<file path="src/hw/rtl/ppoc_pkg.sv">
// Shared types and constants for the pin power output controller.
`default_nettype none

package ppoc_pkg;

  localparam int PIN_COUNT_DEF    = 64;
  localparam int ANALOG_FIRST_DEF = 54;
  localparam int PIN_W            = 6;
  localparam int ACT_W            = 4;
  localparam int POWER_W          = 8;
  localparam int MASK_W           = 64;

  localparam logic [MASK_W-1:0]  PWM_MASK_RESET = 64'h0000_7000_0000_3FFC;
  localparam logic [POWER_W-1:0] POWER_MAX      = 8'hFF;

  typedef enum logic [ACT_W-1:0] {
    ACT_SELECT    = 4'd0,
    ACT_SET_POWER = 4'd1,
    ACT_ON        = 4'd2,
    ACT_OFF       = 4'd3,
    ACT_LEFT      = 4'd4,
    ACT_RIGHT     = 4'd5,
    ACT_PULL_UP   = 4'd6,
    ACT_PULL_NONE = 4'd7,
    ACT_READ      = 4'd8,
    ACT_STOP_ALL  = 4'd9
  } action_t;

  typedef struct packed {
    logic [POWER_W-1:0] power;
    logic               pull;
    logic               dir;
    logic               port;
    logic               pwm;
  } pin_rec_t;

endpackage

`default_nettype wire

</file>
<file path="src/hw/rtl/pin_power_output_controller_unit.sv">
// Top level of the pin power output controller: pin record memory and command sequencer.
//
// Usage:
//   Commands enter on the in_ channel (valid/ready). Each transaction reports the
//   drive state of one or more pins on the out_ channel; out_last marks the final
//   report of a command. Ignored commands (unknown action, pin out of range, stop
//   all with no pin on) produce no report.
//   The cfg_ channel writes the PWM-capable pin mask; write it only while idle.
//   Per-pin power byte, pull, direction, port and PWM flags live in a 1-port-read,
//   1-port-write memory with registered read data; on flags are kept in flops.
//   A single-report command is taken in S_IDLE, which issues the read of its
//   record; in S_MOD the record is modified and written back, and the report is
//   valid the cycle after that. A new command is taken only in S_IDLE, once the
//   previous one has been written back. Select handles two records in turn
//   (S_MOD, S_ISSUE, S_MOD). Stop all scans pins in order, reading and writing
//   back each pin that is on, and ends as soon as no pin is left on.
//   The read of an entry is always issued after the previous write completes.
//   Reset (synchronous, rst_n low) clears all valid bits, so every pin reads as
//   power 255, off, pull set below the analog range, input, port 0, PWM off.
//   A stalled receiver holds the report register; the sequencer waits in its
//   write-back step until the report register is free.
`default_nettype none

module pin_power_output_controller_unit #(
  parameter int PIN_COUNT    = ppoc_pkg::PIN_COUNT_DEF,
  parameter int ANALOG_FIRST = ppoc_pkg::ANALOG_FIRST_DEF
) (
  input  wire                           clk,
  input  wire                           rst_n,

  input  wire                           in_valid,
  output logic                          in_ready,
  input  wire [ppoc_pkg::ACT_W-1:0]     in_action,
  input  wire [ppoc_pkg::PIN_W-1:0]     in_pin,
  input  wire [ppoc_pkg::PIN_W-1:0]     in_second_pin,
  input  wire [ppoc_pkg::POWER_W-1:0]   in_power_level,
  input  wire                           in_pin_in_level,

  input  wire                           cfg_valid,
  output logic                          cfg_ready,
  input  wire [ppoc_pkg::MASK_W-1:0]    cfg_pwm_capable_mask,

  output logic                          out_valid,
  input  wire                           out_ready,
  output logic [ppoc_pkg::PIN_W-1:0]    out_pin,
  output logic                          out_dir_output,
  output logic                          out_port_level,
  output logic                          out_pwm_enable,
  output logic [ppoc_pkg::POWER_W-1:0]  out_duty,
  output logic                          out_read_value,
  output logic                          out_is_analog,
  output logic                          out_last
);

  localparam int IDX_W = (PIN_COUNT > 1) ? $clog2(PIN_COUNT) : 1;
  localparam int CMP_W = ppoc_pkg::PIN_W + 1;

  typedef enum logic [1:0] {
    S_IDLE,
    S_MOD,
    S_ISSUE,
    S_SCAN
  } state_t;

  state_t                          state_r, state_nxt;
  ppoc_pkg::action_t               act_r, act_nxt, in_act;
  logic [ppoc_pkg::PIN_W-1:0]      cur_pin_r, cur_pin_nxt;
  logic [ppoc_pkg::PIN_W-1:0]      sec_r, sec_nxt;
  logic [ppoc_pkg::PIN_W-1:0]      power_sel_r, power_sel_nxt;
  logic [ppoc_pkg::PIN_W-1:0]      dir_sel_r, dir_sel_nxt;
  logic [ppoc_pkg::POWER_W-1:0]    lvl_r, lvl_nxt;
  logic                            lev_r, lev_nxt;
  logic                            sel2_r, sel2_nxt;
  logic [IDX_W-1:0]                scan_r, scan_nxt;
  logic [PIN_COUNT-1:0]            on_bits_r, on_bits_nxt;
  logic [PIN_COUNT-1:0]            valid_r, valid_nxt;
  logic [ppoc_pkg::MASK_W-1:0]     pwm_mask_r, pwm_mask_nxt;
  logic                            rd_valid_r, rd_valid_nxt;

  logic                            out_valid_r, out_valid_nxt;
  logic [ppoc_pkg::PIN_W-1:0]      out_pin_r, out_pin_nxt;
  logic                            out_dir_r, out_dir_nxt;
  logic                            out_port_r, out_port_nxt;
  logic                            out_pwm_r, out_pwm_nxt;
  logic [ppoc_pkg::POWER_W-1:0]    out_duty_r, out_duty_nxt;
  logic                            out_rd_r, out_rd_nxt;
  logic                            out_an_r, out_an_nxt;
  logic                            out_last_r, out_last_nxt;

  ppoc_pkg::pin_rec_t              mem [PIN_COUNT];
  ppoc_pkg::pin_rec_t              rd_data_r;
  logic                            rd_en;
  logic [IDX_W-1:0]                rd_addr;
  logic                            mem_we;

  logic [IDX_W-1:0]                cur_idx;
  logic [PIN_COUNT-1:0]            pin_bit;
  logic                            pin_ok, sec_ok, cur_analog;
  ppoc_pkg::pin_rec_t              rec, new_rec;
  logic                            new_on, is_upd, capable, last_val;
  logic [ppoc_pkg::POWER_W-1:0]    eff;
  logic [PIN_COUNT-1:0]            on_upd;

  assign in_act     = ppoc_pkg::action_t'(in_action);
  assign cur_idx    = cur_pin_r[IDX_W-1:0];
  assign pin_bit    = PIN_COUNT'(1) << cur_idx;
  assign pin_ok     = {1'b0, in_pin} < CMP_W'(PIN_COUNT);
  assign sec_ok     = {1'b0, in_second_pin} < CMP_W'(PIN_COUNT);
  assign cur_analog = {1'b0, cur_pin_r} >= CMP_W'(ANALOG_FIRST);
  assign capable    = pwm_mask_r[cur_pin_r];

  // record modify
  always_comb begin
    if (rd_valid_r) begin
      rec = rd_data_r;
    end else begin
      rec.power = ppoc_pkg::POWER_MAX;
      rec.pull  = !cur_analog;
      rec.dir   = 1'b0;
      rec.port  = 1'b0;
      rec.pwm   = 1'b0;
    end
    new_rec = rec;
    new_on  = on_bits_r[cur_idx];
    case (act_r) inside
      ppoc_pkg::ACT_SELECT:    new_rec.dir   = 1'b1;
      ppoc_pkg::ACT_SET_POWER: new_rec.power = lvl_r;
      ppoc_pkg::ACT_ON, ppoc_pkg::ACT_LEFT: new_on = 1'b1;
      ppoc_pkg::ACT_OFF, ppoc_pkg::ACT_RIGHT, ppoc_pkg::ACT_STOP_ALL: new_on = 1'b0;
      ppoc_pkg::ACT_PULL_UP:   new_rec.pull  = 1'b1;
      ppoc_pkg::ACT_PULL_NONE: new_rec.pull  = 1'b0;
      ppoc_pkg::ACT_READ: begin
        new_rec.dir  = 1'b0;
        new_rec.port = rec.pull;
      end
      default: ;
    endcase
    eff    = new_on ? new_rec.power : '0;
    is_upd = (act_r == ppoc_pkg::ACT_SET_POWER) || (act_r == ppoc_pkg::ACT_ON) ||
             (act_r == ppoc_pkg::ACT_OFF) || (act_r == ppoc_pkg::ACT_LEFT) ||
             (act_r == ppoc_pkg::ACT_RIGHT) || (act_r == ppoc_pkg::ACT_STOP_ALL);
    if (is_upd) begin
      if (capable && (eff != '0) && (eff != ppoc_pkg::POWER_MAX)) begin
        new_rec.pwm = 1'b1;
      end else begin
        if (capable) begin
          new_rec.pwm = 1'b0;
        end
        new_rec.port = (eff != '0);
      end
    end
    on_upd = (on_bits_r & ~pin_bit) | (new_on ? pin_bit : '0);
    case (act_r)
      ppoc_pkg::ACT_SELECT:   last_val = sel2_r;
      ppoc_pkg::ACT_STOP_ALL: last_val = (on_upd == '0);
      default:                last_val = 1'b1;
    endcase
  end

  // sequencer
  always_comb begin
    state_nxt     = state_r;
    act_nxt       = act_r;
    cur_pin_nxt   = cur_pin_r;
    sec_nxt       = sec_r;
    power_sel_nxt = power_sel_r;
    dir_sel_nxt   = dir_sel_r;
    lvl_nxt       = lvl_r;
    lev_nxt       = lev_r;
    sel2_nxt      = sel2_r;
    scan_nxt      = scan_r;
    on_bits_nxt   = on_bits_r;
    valid_nxt     = valid_r;
    pwm_mask_nxt  = cfg_valid ? cfg_pwm_capable_mask : pwm_mask_r;
    rd_valid_nxt  = rd_valid_r;
    out_valid_nxt = out_valid_r && !out_ready;
    out_pin_nxt   = out_pin_r;
    out_dir_nxt   = out_dir_r;
    out_port_nxt  = out_port_r;
    out_pwm_nxt   = out_pwm_r;
    out_duty_nxt  = out_duty_r;
    out_rd_nxt    = out_rd_r;
    out_an_nxt    = out_an_r;
    out_last_nxt  = out_last_r;
    rd_en         = 1'b0;
    rd_addr       = cur_idx;
    mem_we        = 1'b0;

    unique case (state_r)
      S_IDLE: begin
        if (in_valid) begin
          act_nxt  = in_act;
          lvl_nxt  = in_power_level;
          lev_nxt  = in_pin_in_level;
          sel2_nxt = 1'b0;
          case (in_act) inside
            ppoc_pkg::ACT_SELECT: begin
              if (pin_ok && sec_ok) begin
                power_sel_nxt = in_pin;
                dir_sel_nxt   = in_second_pin;
                sec_nxt       = in_second_pin;
                cur_pin_nxt   = in_pin;
                rd_en         = 1'b1;
                rd_addr       = in_pin[IDX_W-1:0];
                state_nxt     = S_MOD;
              end
            end
            ppoc_pkg::ACT_SET_POWER, ppoc_pkg::ACT_ON, ppoc_pkg::ACT_OFF: begin
              cur_pin_nxt = power_sel_r;
              rd_en       = 1'b1;
              rd_addr     = power_sel_r[IDX_W-1:0];
              state_nxt   = S_MOD;
            end
            ppoc_pkg::ACT_LEFT, ppoc_pkg::ACT_RIGHT: begin
              cur_pin_nxt = dir_sel_r;
              rd_en       = 1'b1;
              rd_addr     = dir_sel_r[IDX_W-1:0];
              state_nxt   = S_MOD;
            end
            ppoc_pkg::ACT_PULL_UP, ppoc_pkg::ACT_PULL_NONE, ppoc_pkg::ACT_READ: begin
              if (pin_ok) begin
                cur_pin_nxt = in_pin;
                rd_en       = 1'b1;
                rd_addr     = in_pin[IDX_W-1:0];
                state_nxt   = S_MOD;
              end
            end
            ppoc_pkg::ACT_STOP_ALL: begin
              scan_nxt  = '0;
              state_nxt = S_SCAN;
            end
            default: ;
          endcase
        end
      end
      S_ISSUE: begin
        rd_en     = 1'b1;
        state_nxt = S_MOD;
      end
      S_SCAN: begin
        if (on_bits_r == '0) begin
          state_nxt = S_IDLE;
        end else if (on_bits_r[scan_r]) begin
          cur_pin_nxt = ppoc_pkg::PIN_W'(scan_r);
          rd_en       = 1'b1;
          rd_addr     = scan_r;
          scan_nxt    = IDX_W'(scan_r + 1'b1);
          state_nxt   = S_MOD;
        end else begin
          scan_nxt = IDX_W'(scan_r + 1'b1);
        end
      end
      S_MOD: begin
        if (!out_valid_r || out_ready) begin
          mem_we             = 1'b1;
          valid_nxt[cur_idx] = 1'b1;
          on_bits_nxt        = on_upd;
          out_valid_nxt      = 1'b1;
          out_pin_nxt        = cur_pin_r;
          out_dir_nxt        = new_rec.dir;
          out_port_nxt       = new_rec.port;
          out_pwm_nxt        = new_rec.pwm;
          out_duty_nxt       = eff;
          out_rd_nxt         = (act_r == ppoc_pkg::ACT_READ) && !cur_analog && lev_r;
          out_an_nxt         = (act_r == ppoc_pkg::ACT_READ) && cur_analog;
          out_last_nxt       = last_val;
          if (act_r == ppoc_pkg::ACT_SELECT && !sel2_r) begin
            cur_pin_nxt = sec_r;
            sel2_nxt    = 1'b1;
            state_nxt   = S_ISSUE;
          end else if (act_r == ppoc_pkg::ACT_STOP_ALL) begin
            state_nxt = S_SCAN;
          end else begin
            state_nxt = S_IDLE;
          end
        end
      end
      default: state_nxt = S_IDLE;
    endcase

    if (rd_en) begin
      rd_valid_nxt = valid_nxt[rd_addr];
    end
  end

  always_ff @(posedge clk) begin
    if (!rst_n) begin
      state_r     <= S_IDLE;
      act_r       <= ppoc_pkg::ACT_SELECT;
      cur_pin_r   <= '0;
      sec_r       <= '0;
      power_sel_r <= '0;
      dir_sel_r   <= '0;
      lvl_r       <= '0;
      lev_r       <= 1'b0;
      sel2_r      <= 1'b0;
      scan_r      <= '0;
      on_bits_r   <= '0;
      valid_r     <= '0;
      pwm_mask_r  <= ppoc_pkg::PWM_MASK_RESET;
      rd_valid_r  <= 1'b0;
      out_valid_r <= 1'b0;
      out_pin_r   <= '0;
      out_dir_r   <= 1'b0;
      out_port_r  <= 1'b0;
      out_pwm_r   <= 1'b0;
      out_duty_r  <= '0;
      out_rd_r    <= 1'b0;
      out_an_r    <= 1'b0;
      out_last_r  <= 1'b0;
    end else begin
      state_r     <= state_nxt;
      act_r       <= act_nxt;
      cur_pin_r   <= cur_pin_nxt;
      sec_r       <= sec_nxt;
      power_sel_r <= power_sel_nxt;
      dir_sel_r   <= dir_sel_nxt;
      lvl_r       <= lvl_nxt;
      lev_r       <= lev_nxt;
      sel2_r      <= sel2_nxt;
      scan_r      <= scan_nxt;
      on_bits_r   <= on_bits_nxt;
      valid_r     <= valid_nxt;
      pwm_mask_r  <= pwm_mask_nxt;
      rd_valid_r  <= rd_valid_nxt;
      out_valid_r <= out_valid_nxt;
      out_pin_r   <= out_pin_nxt;
      out_dir_r   <= out_dir_nxt;
      out_port_r  <= out_port_nxt;
      out_pwm_r   <= out_pwm_nxt;
      out_duty_r  <= out_duty_nxt;
      out_rd_r    <= out_rd_nxt;
      out_an_r    <= out_an_nxt;
      out_last_r  <= out_last_nxt;
    end
  end

  // pin record memory, registered read
  always_ff @(posedge clk) begin
    if (mem_we) begin
      mem[cur_idx] <= new_rec;
    end
    if (rd_en) begin
      rd_data_r <= mem[rd_addr];
    end
  end

  assign in_ready       = (state_r == S_IDLE);
  assign cfg_ready      = 1'b1;
  assign out_valid      = out_valid_r;
  assign out_pin        = out_pin_r;
  assign out_dir_output = out_dir_r;
  assign out_port_level = out_port_r;
  assign out_pwm_enable = out_pwm_r;
  assign out_duty       = out_duty_r;
  assign out_read_value = out_rd_r;
  assign out_is_analog  = out_an_r;
  assign out_last       = out_last_r;

endmodule

`default_nettype wire

</file>
<file path="config.mk">
export PLATFORM = sky130hd
export DESIGN_NAME = pin_power_output_controller_unit
export DESIGN_NICKNAME = d
export VERILOG_FILES = /design/src/hw/rtl/ppoc_pkg.sv /design/src/hw/rtl/pin_power_output_controller_unit.sv
export SDC_FILE = /design/constraint.sdc
export NUM_CORES = 2
export LEC_CHECK = 0
export ABC_AREA = 1
export BUFFER_PORTS_ARGS = -buffer_cell sky130_fd_sc_hd__buf_2
export CORE_ASPECT_RATIO = 0.5
export CORE_MARGIN = 2
export CORE_UTILIZATION = 48
export CTS_BUF_LIST = sky130_fd_sc_hd__clkbuf_8
export DETAILED_ROUTE_END_ITERATION = 8
export PLACE_DENSITY = 0.66
export SYNTH_ARGS = -nofsm -noshare
export SYNTH_HDL_FRONTEND = slang
export SYNTH_SLANG_ARGS = --single-unit
</file>
<file path="constraint.sdc">
create_clock -name clk -period 4.9 [get_ports clk]
set_input_delay 0 -clock clk [delete_from_list [all_inputs] [get_ports clk]]
set_output_delay 0 -clock clk [all_outputs]
set_load 0.005 [all_outputs]
</file>
# [Word-level counts from Yosys, hierarchy flattened]
# Memories as Yosys holds them, arrays and structs flattened. A register that Yosys moved wholly into a read port is not among the register bits.
# Cells that the tools add are included.
[totals] register_bits=254 output_inout_bits=23 elab_cells=201 ram_bits=768 mem_count=1 input_bits=94 mem_bits_ro=0 latch_bits=0
[mem_list] name="mem" words=64 width=12 rd=1 rd_clocked_by_memory_dff=1 write_ports=1 line_no="pin_power_output_controller_unit.sv:90" source="ppoc_pkg::pin_rec_t mem [PIN_COUNT];"
[classes] reduce_logical=39 n_div=0 n_mux=95 multipliers=0 n_shift=1 order_cmp=5 n_addsub=1 bitwise=4 n_eq_ne=33
[ops] op="2-to-1 mux 64 bit" n=3
[ops] op="zero test 64 bit" n=2
[ops] op="OR 64 bit" n=2
[ops] op="2-to-1 mux 6 bit" n=16
[ops] op="bitwise AND 64 bit" n=1
[ops] op="inverter 64 bit" n=1
[ops] op="left shift 1 x 6 -> 64 bit (first input constant)" n=1
[ops] op="2-to-1 mux 1 bit" n=48
[ops] op="equality test 4 x 3 -> 1 bit (second input constant)" n=8
[ops] op="binary-select mux 1 bit (select 6 bit)" n=4
[ops] op="2-to-1 mux 2 bit" n=12
[ops] op="2-to-1 mux 8 bit" n=3
[ops] op="case mux 6 bit (2 select lines)" n=2
[ops] op="< comparator 6 x 7 -> 1 bit (second input constant)" n=3
[ops] op="case mux 6 bit (3 select lines)" n=1
[ops] op="equality test 4 x 2 -> 1 bit (second input constant)" n=4
[ops] op="equality test 4 bit (second input constant)" n=4
[ops] op="!= test 2 bit (second input constant)" n=8
[ops] op="2-to-1 mux 12 bit" n=1
[ops] op="OR reduction 3 bit" n=3
[ops] op="equality test 4 x 1 -> 1 bit (second input constant)" n=2
[ops] op="logical AND 1 bit" n=8
[ops] op="zero test 4 bit" n=2
[ops] op="!= test 8 bit (second input constant)" n=1
[ops] op="other kinds (23)" n=38

# [Longest topological paths before layout]
[depth] ltp_word=12 mapped_depth=25 mapped_depth_nobuf=24

# [Worst setup path after synthesis]
# No wires, ideal clock.
[synth_timing] path_type="flip-flop to flip-flop" startpoint="register act_r[0]" endpoint="memory mem[0][1] (netlist name) (data pin)" period_less_slack_ps=4661 t_required_ps=4557 path_slack_ps=239 n_path_buf=1 arrival_ps=4318 setup_time_ps=343 stages_incl_launch_ff=15 path_cell_list="dfxtp_1 > inv_1 > nor2_1 > nand2_1 > clkbuf_1 > nor2_1 > a21oi_1 > nand4_1 > nor2_1 > nand4_1 > nand2_1 > nand2_1 > o211ai_1 > nand2_1 > inv_1"
[synth_lines] item="start: declaration" line_no="pin_power_output_controller_unit.sv:66" source="ppoc_pkg::action_t act_r, act_nxt, in_act;"
[synth_lines] item="start signal: assignment" line_no="pin_power_output_controller_unit.sv:289" source="act_r <= ppoc_pkg::ACT_SELECT;"
[synth_lines] item="start signal: assignment" line_no="pin_power_output_controller_unit.sv:313" source="act_r <= act_nxt;"
[synth_lines] item="end: declaration" line_no="pin_power_output_controller_unit.sv:90"

==> run summary <==
Area overhead of the layout relative to synthesis: 17.4%
Worst R2R Path Depth: 15
Via Count: 36.2k
Effective utilization at floorplan: 48.8%
Max_slew headroom: 23.7%
Cell internal pwr: 19.8 mW
Total of fill cells in the finished design: 7461
Y dimension of the die: 219 um
Outcome: completed
Critical path data arrival time: 4.83 ns
Placer's final routability congestion estimate: 0.944
Flip-flop and latch area: 0.0285 mm^2
Top cell by count, worst path: sky130_fd_sc_hd__nand2_1
NumNets Final: 4760
Synth top cells by count: sky130_fd_sc_hd__edfxtp_1 (780), sky130_fd_sc_hd__nor2_1 (601), sky130_fd_sc_hd__o211ai_1 (418), sky130_fd_sc_hd__nand2_1 (406), sky130_fd_sc_hd__o21ai_0 (398)
Fraction of the cycle the final worst path needs: 88.7%
Overall overflow remaining after global route: 0
Antenna violations before repair: 7
Post-CTS sizing: 0
Routed length on met2: 64.5 mm
Async S/R FF share, synth: 0%
Gate family responsible for the most delay along the worst path: simple AND/OR/NAND/NOR gates
Met3 wire len: 16.6 mm
Worst path slowest cell: sky130_fd_sc_hd__inv_2
Pre-Repair DR Iteration Count: 6
Number of clock sinks: 1034
Yosys warning total: 0
Core Footprint: 0.0913 mm^2
Series of cell instances along the critical path: nand2_2 -> inv_2 -> nand2_1 -> o2111ai_1 -> o21ai_0 -> o21ai_1 -> nand2_1 -> nand2_1 -> o21ai_1 -> nand2_1 -> o21ai_0 -> nand4_1 -> nand2b_1 -> nand2_1 -> inv_2
Setup repair after global routing missed its margin: false
Slew of the pin with the lowest slew margin: 1.14 ns
Synth unique cells: 55
Dominant cell by count in the synthesized netlist: sky130_fd_sc_hd__edfxtp_1
Final slew viol count: 0
Synthesized flop and latch total: 1034
Post-DR vias/cell: 6.01
Share of total power in the clock network: 16.3%
CTS max path bufs: 3
Number of port buffers: 115
EDFF count, synth: 780
Sort of element at the start of the critical path: flop
Minimum hold slack: 0.0879 ns
Nets in the synthesized netlist: 4352
Number of hold violations in the final report: 0
Critical path buffer and inverter count: 2
Number of setup violations in the final report: 0
Die width: 435 um
HPWL after detailed placement: 88.5 mm
Overall fraction of global-route tracks in use: 31.4%
First-pass GRT wire length: 221 mm
Worst setup path category: flop to flop
Part of the Yosys area used for sequential elements: 64.1%
Combinational fraction of design power: 54.4%
Post-route setup TNS: 0 ns
Setup crit end kind: flop
Max VDD drop: 0.000571 V
Post-synth top area share: 52.6%
Clock tree from TritonCTS: yes
Boundary Pins: 117
Share of cells above drive strength 1: 11.2%
Vias in the first global route: 34.5k
Reported net switching power: 18.7 mW
Top FF cell, synth: sky130_fd_sc_hd__edfxtp_1
Stage delay of the slowest cell on the critical path: 0.81 ns
Max H-tree Level: 4
Pwr Total: 38.6 mW
Cells after synthesis: 4253
TritonCTS buffer count: 148
Share of the core filled with cells: 57.2%
Area of the die: 0.0953 mm^2
Average size of a mapped cell: 10.5 um^2
Fraction of power spent switching nets: 48.6%
# Max-Cap Violations: 0
Starting DRT DRC Count: 4518
Worst hold-check path type: input port to flop
Multi-input combinational cell area: 0.0138 mm^2
Std cell rows: 78
DRT met1 WL: 63.7 mm
Library cell with the largest summed area after synthesis: sky130_fd_sc_hd__edfxtp_1
Required time at the endpoint of the critical path: 5.38 ns
Clock-pin slew on the worst setup and hold paths: 0.06 ns
Detail Route Antenna Nets: 0
Number of logic stages on the critical path including buffering: 15
Final critical-path required period: 4.35 ns
Netlist Area Pre-Place: 0.0445 mm^2
Hold path cells: 4
Top cells by area in the synthesized netlist: sky130_fd_sc_hd__edfxtp_1 (53%), sky130_fd_sc_hd__dfxtp_1 (11%), sky130_fd_sc_hd__o211ai_1 (7.1%), sky130_fd_sc_hd__nor2_1 (5.1%), sky130_fd_sc_hd__o21ai_0 (4.5%)
DR DRC count: 0
CTS root buf: sky130_fd_sc_hd__clkbuf_8
Clock skew after layout: 0.0446 ns
Largest net degree at the start of global routing: 133
Max Fclk: 230 MHz
Highest Signal Layer: met5
Total power per unit cell area: 738 mW/mm^2
Sequential share of power: 29.3%
Maximum fanout along the worst path: 64
Leak Pwr: 18.7 nW
Clock network latency to the later pin of the worst-skew pair: 0.86 ns
Routed WL: 149 mm
Routed length per placed instance: 24.8 um
## power by group through the flow
stage / sequential (mW) / combinational [mW] / clock, mW
CTS: 11.3 / 20.6 / 6.31
detailed placement: 11.4 / 20.3 / 0
global placement: 11.5 / 20.1 / 0
floorplan: 11.3 / 12.3 / 0
finish: 11.3 / 21.0 / 6.28
global route: 11.3 / 22.4 / 6.70
## timing repair
item,4_1_cts,5_1_grt
endpoints found under the hold margin,129,0
hold buffers,268,0
buffers inserted,0,0
## worst min-delay path: stages
cell	delay, ns
sky130_fd_sc_hd__dlygate4sd3_1	0.53
sky130_fd_sc_hd__buf_2	0.14
sky130_fd_sc_hd__o21ai_0	0.09
sky130_fd_sc_hd__a21oi_1	0.11
## worst paths after layout
check	start	endpoint	slack [ns]
setup / recovery	cur_idx[1]$_SDFFE_PN0P_	mem[16][1]$_DFFE_PP_	0.55
hold / removal	in_pin[3]	power_sel_r[3]$_SDFFE_PN0P_	0.09
setup reg to reg	cur_idx[1]$_SDFFE_PN0P_	mem[16][1]$_DFFE_PP_	0.55
hold reg to reg	valid_r[30]$_SDFF_PN0_	valid_r[30]$_SDFF_PN0_	0.45
## cell usage in the layout, fill, tap and decap left out, types with 31 or more instances in the layout
cell type                       count
sky130_fd_sc_hd__inv_1            326
sky130_fd_sc_hd__buf_2            114
sky130_fd_sc_hd__o21ai_0          396
sky130_fd_sc_hd__dfxtp_1          254
sky130_fd_sc_hd__nand3_1          354
sky130_fd_sc_hd__or2_2             40
sky130_fd_sc_hd__edfxtp_1         780
sky130_fd_sc_hd__o22ai_1           31
sky130_fd_sc_hd__nand2_1          405
sky130_fd_sc_hd__dlygate4sd3_1    268
sky130_fd_sc_hd__clkinv_1          39
sky130_fd_sc_hd__o211ai_1         418
sky130_fd_sc_hd__nor2_1           600
sky130_fd_sc_hd__or2_1             78
sky130_fd_sc_hd__clkbuf_8         153
sky130_fd_sc_hd__buf_4            143
sky130_fd_sc_hd__or2_0             50
sky130_fd_sc_hd__a21oi_1          126
## flip-flops by register name, indices dropped and copies added (netlist names), 2 cells and up
| signal | cells |
|---|---|
| power_sel_r | 6 |
| mem | 768 |
| lvl_r | 8 |
| on_bits_r | 64 |
| dir_sel_r | 6 |
| act_r | 4 |
| out_pin | 6 |
| valid_r | 64 |
| state_r | 2 |
| rd_data_r | 12 |
| cur_idx | 6 |
| out_duty | 8 |
| scan_r | 6 |
| pwm_mask_r | 64 |
## layout make-up
type                       instances  area share (%)
antenna                            5          0.0240
clock buffer                     153            4.03
timing repair buffer             542            8.93
multi-input combinational       2650            26.5
clock inverter                   111           0.929
tap                             1240            2.97
inverter                         285            2.08
sequential                      1034            54.6
## per-layer routing
metal / up-vias / global-route usage [%]
met3: 335 / 6.35
met2: 2182 / 46.6
met5: - / 0
li1: 16032 / -
met4: 2 / 10.7
met1: 17623 / 46.0
## stage by stage
step                instance area (um^2)  std cells  setup slack [ns]
floorplan                          44500       4253             0.239
global placement                   47000       5483             0.721
detailed placement                 47000       5483             0.732
CTS                                52200       6015             0.726
global route                       52200       6018             0.350
finish                             52200       6020             0.553
## cells by family after synthesis
family | after synthesis | share of synthesized area [%]
and+or+nand+nor | 1598 | 15.9
AOI/OAI and AO/OA | 1045 | 14.6
buffers and inverters | 569 | 5.30
DFF | 1034 | 64.1
other | 1 | 0.00843
muxes | 1 | 0.0225
adders and majority gates | 5 | 0.141
(Power assumes the default switching activity.)
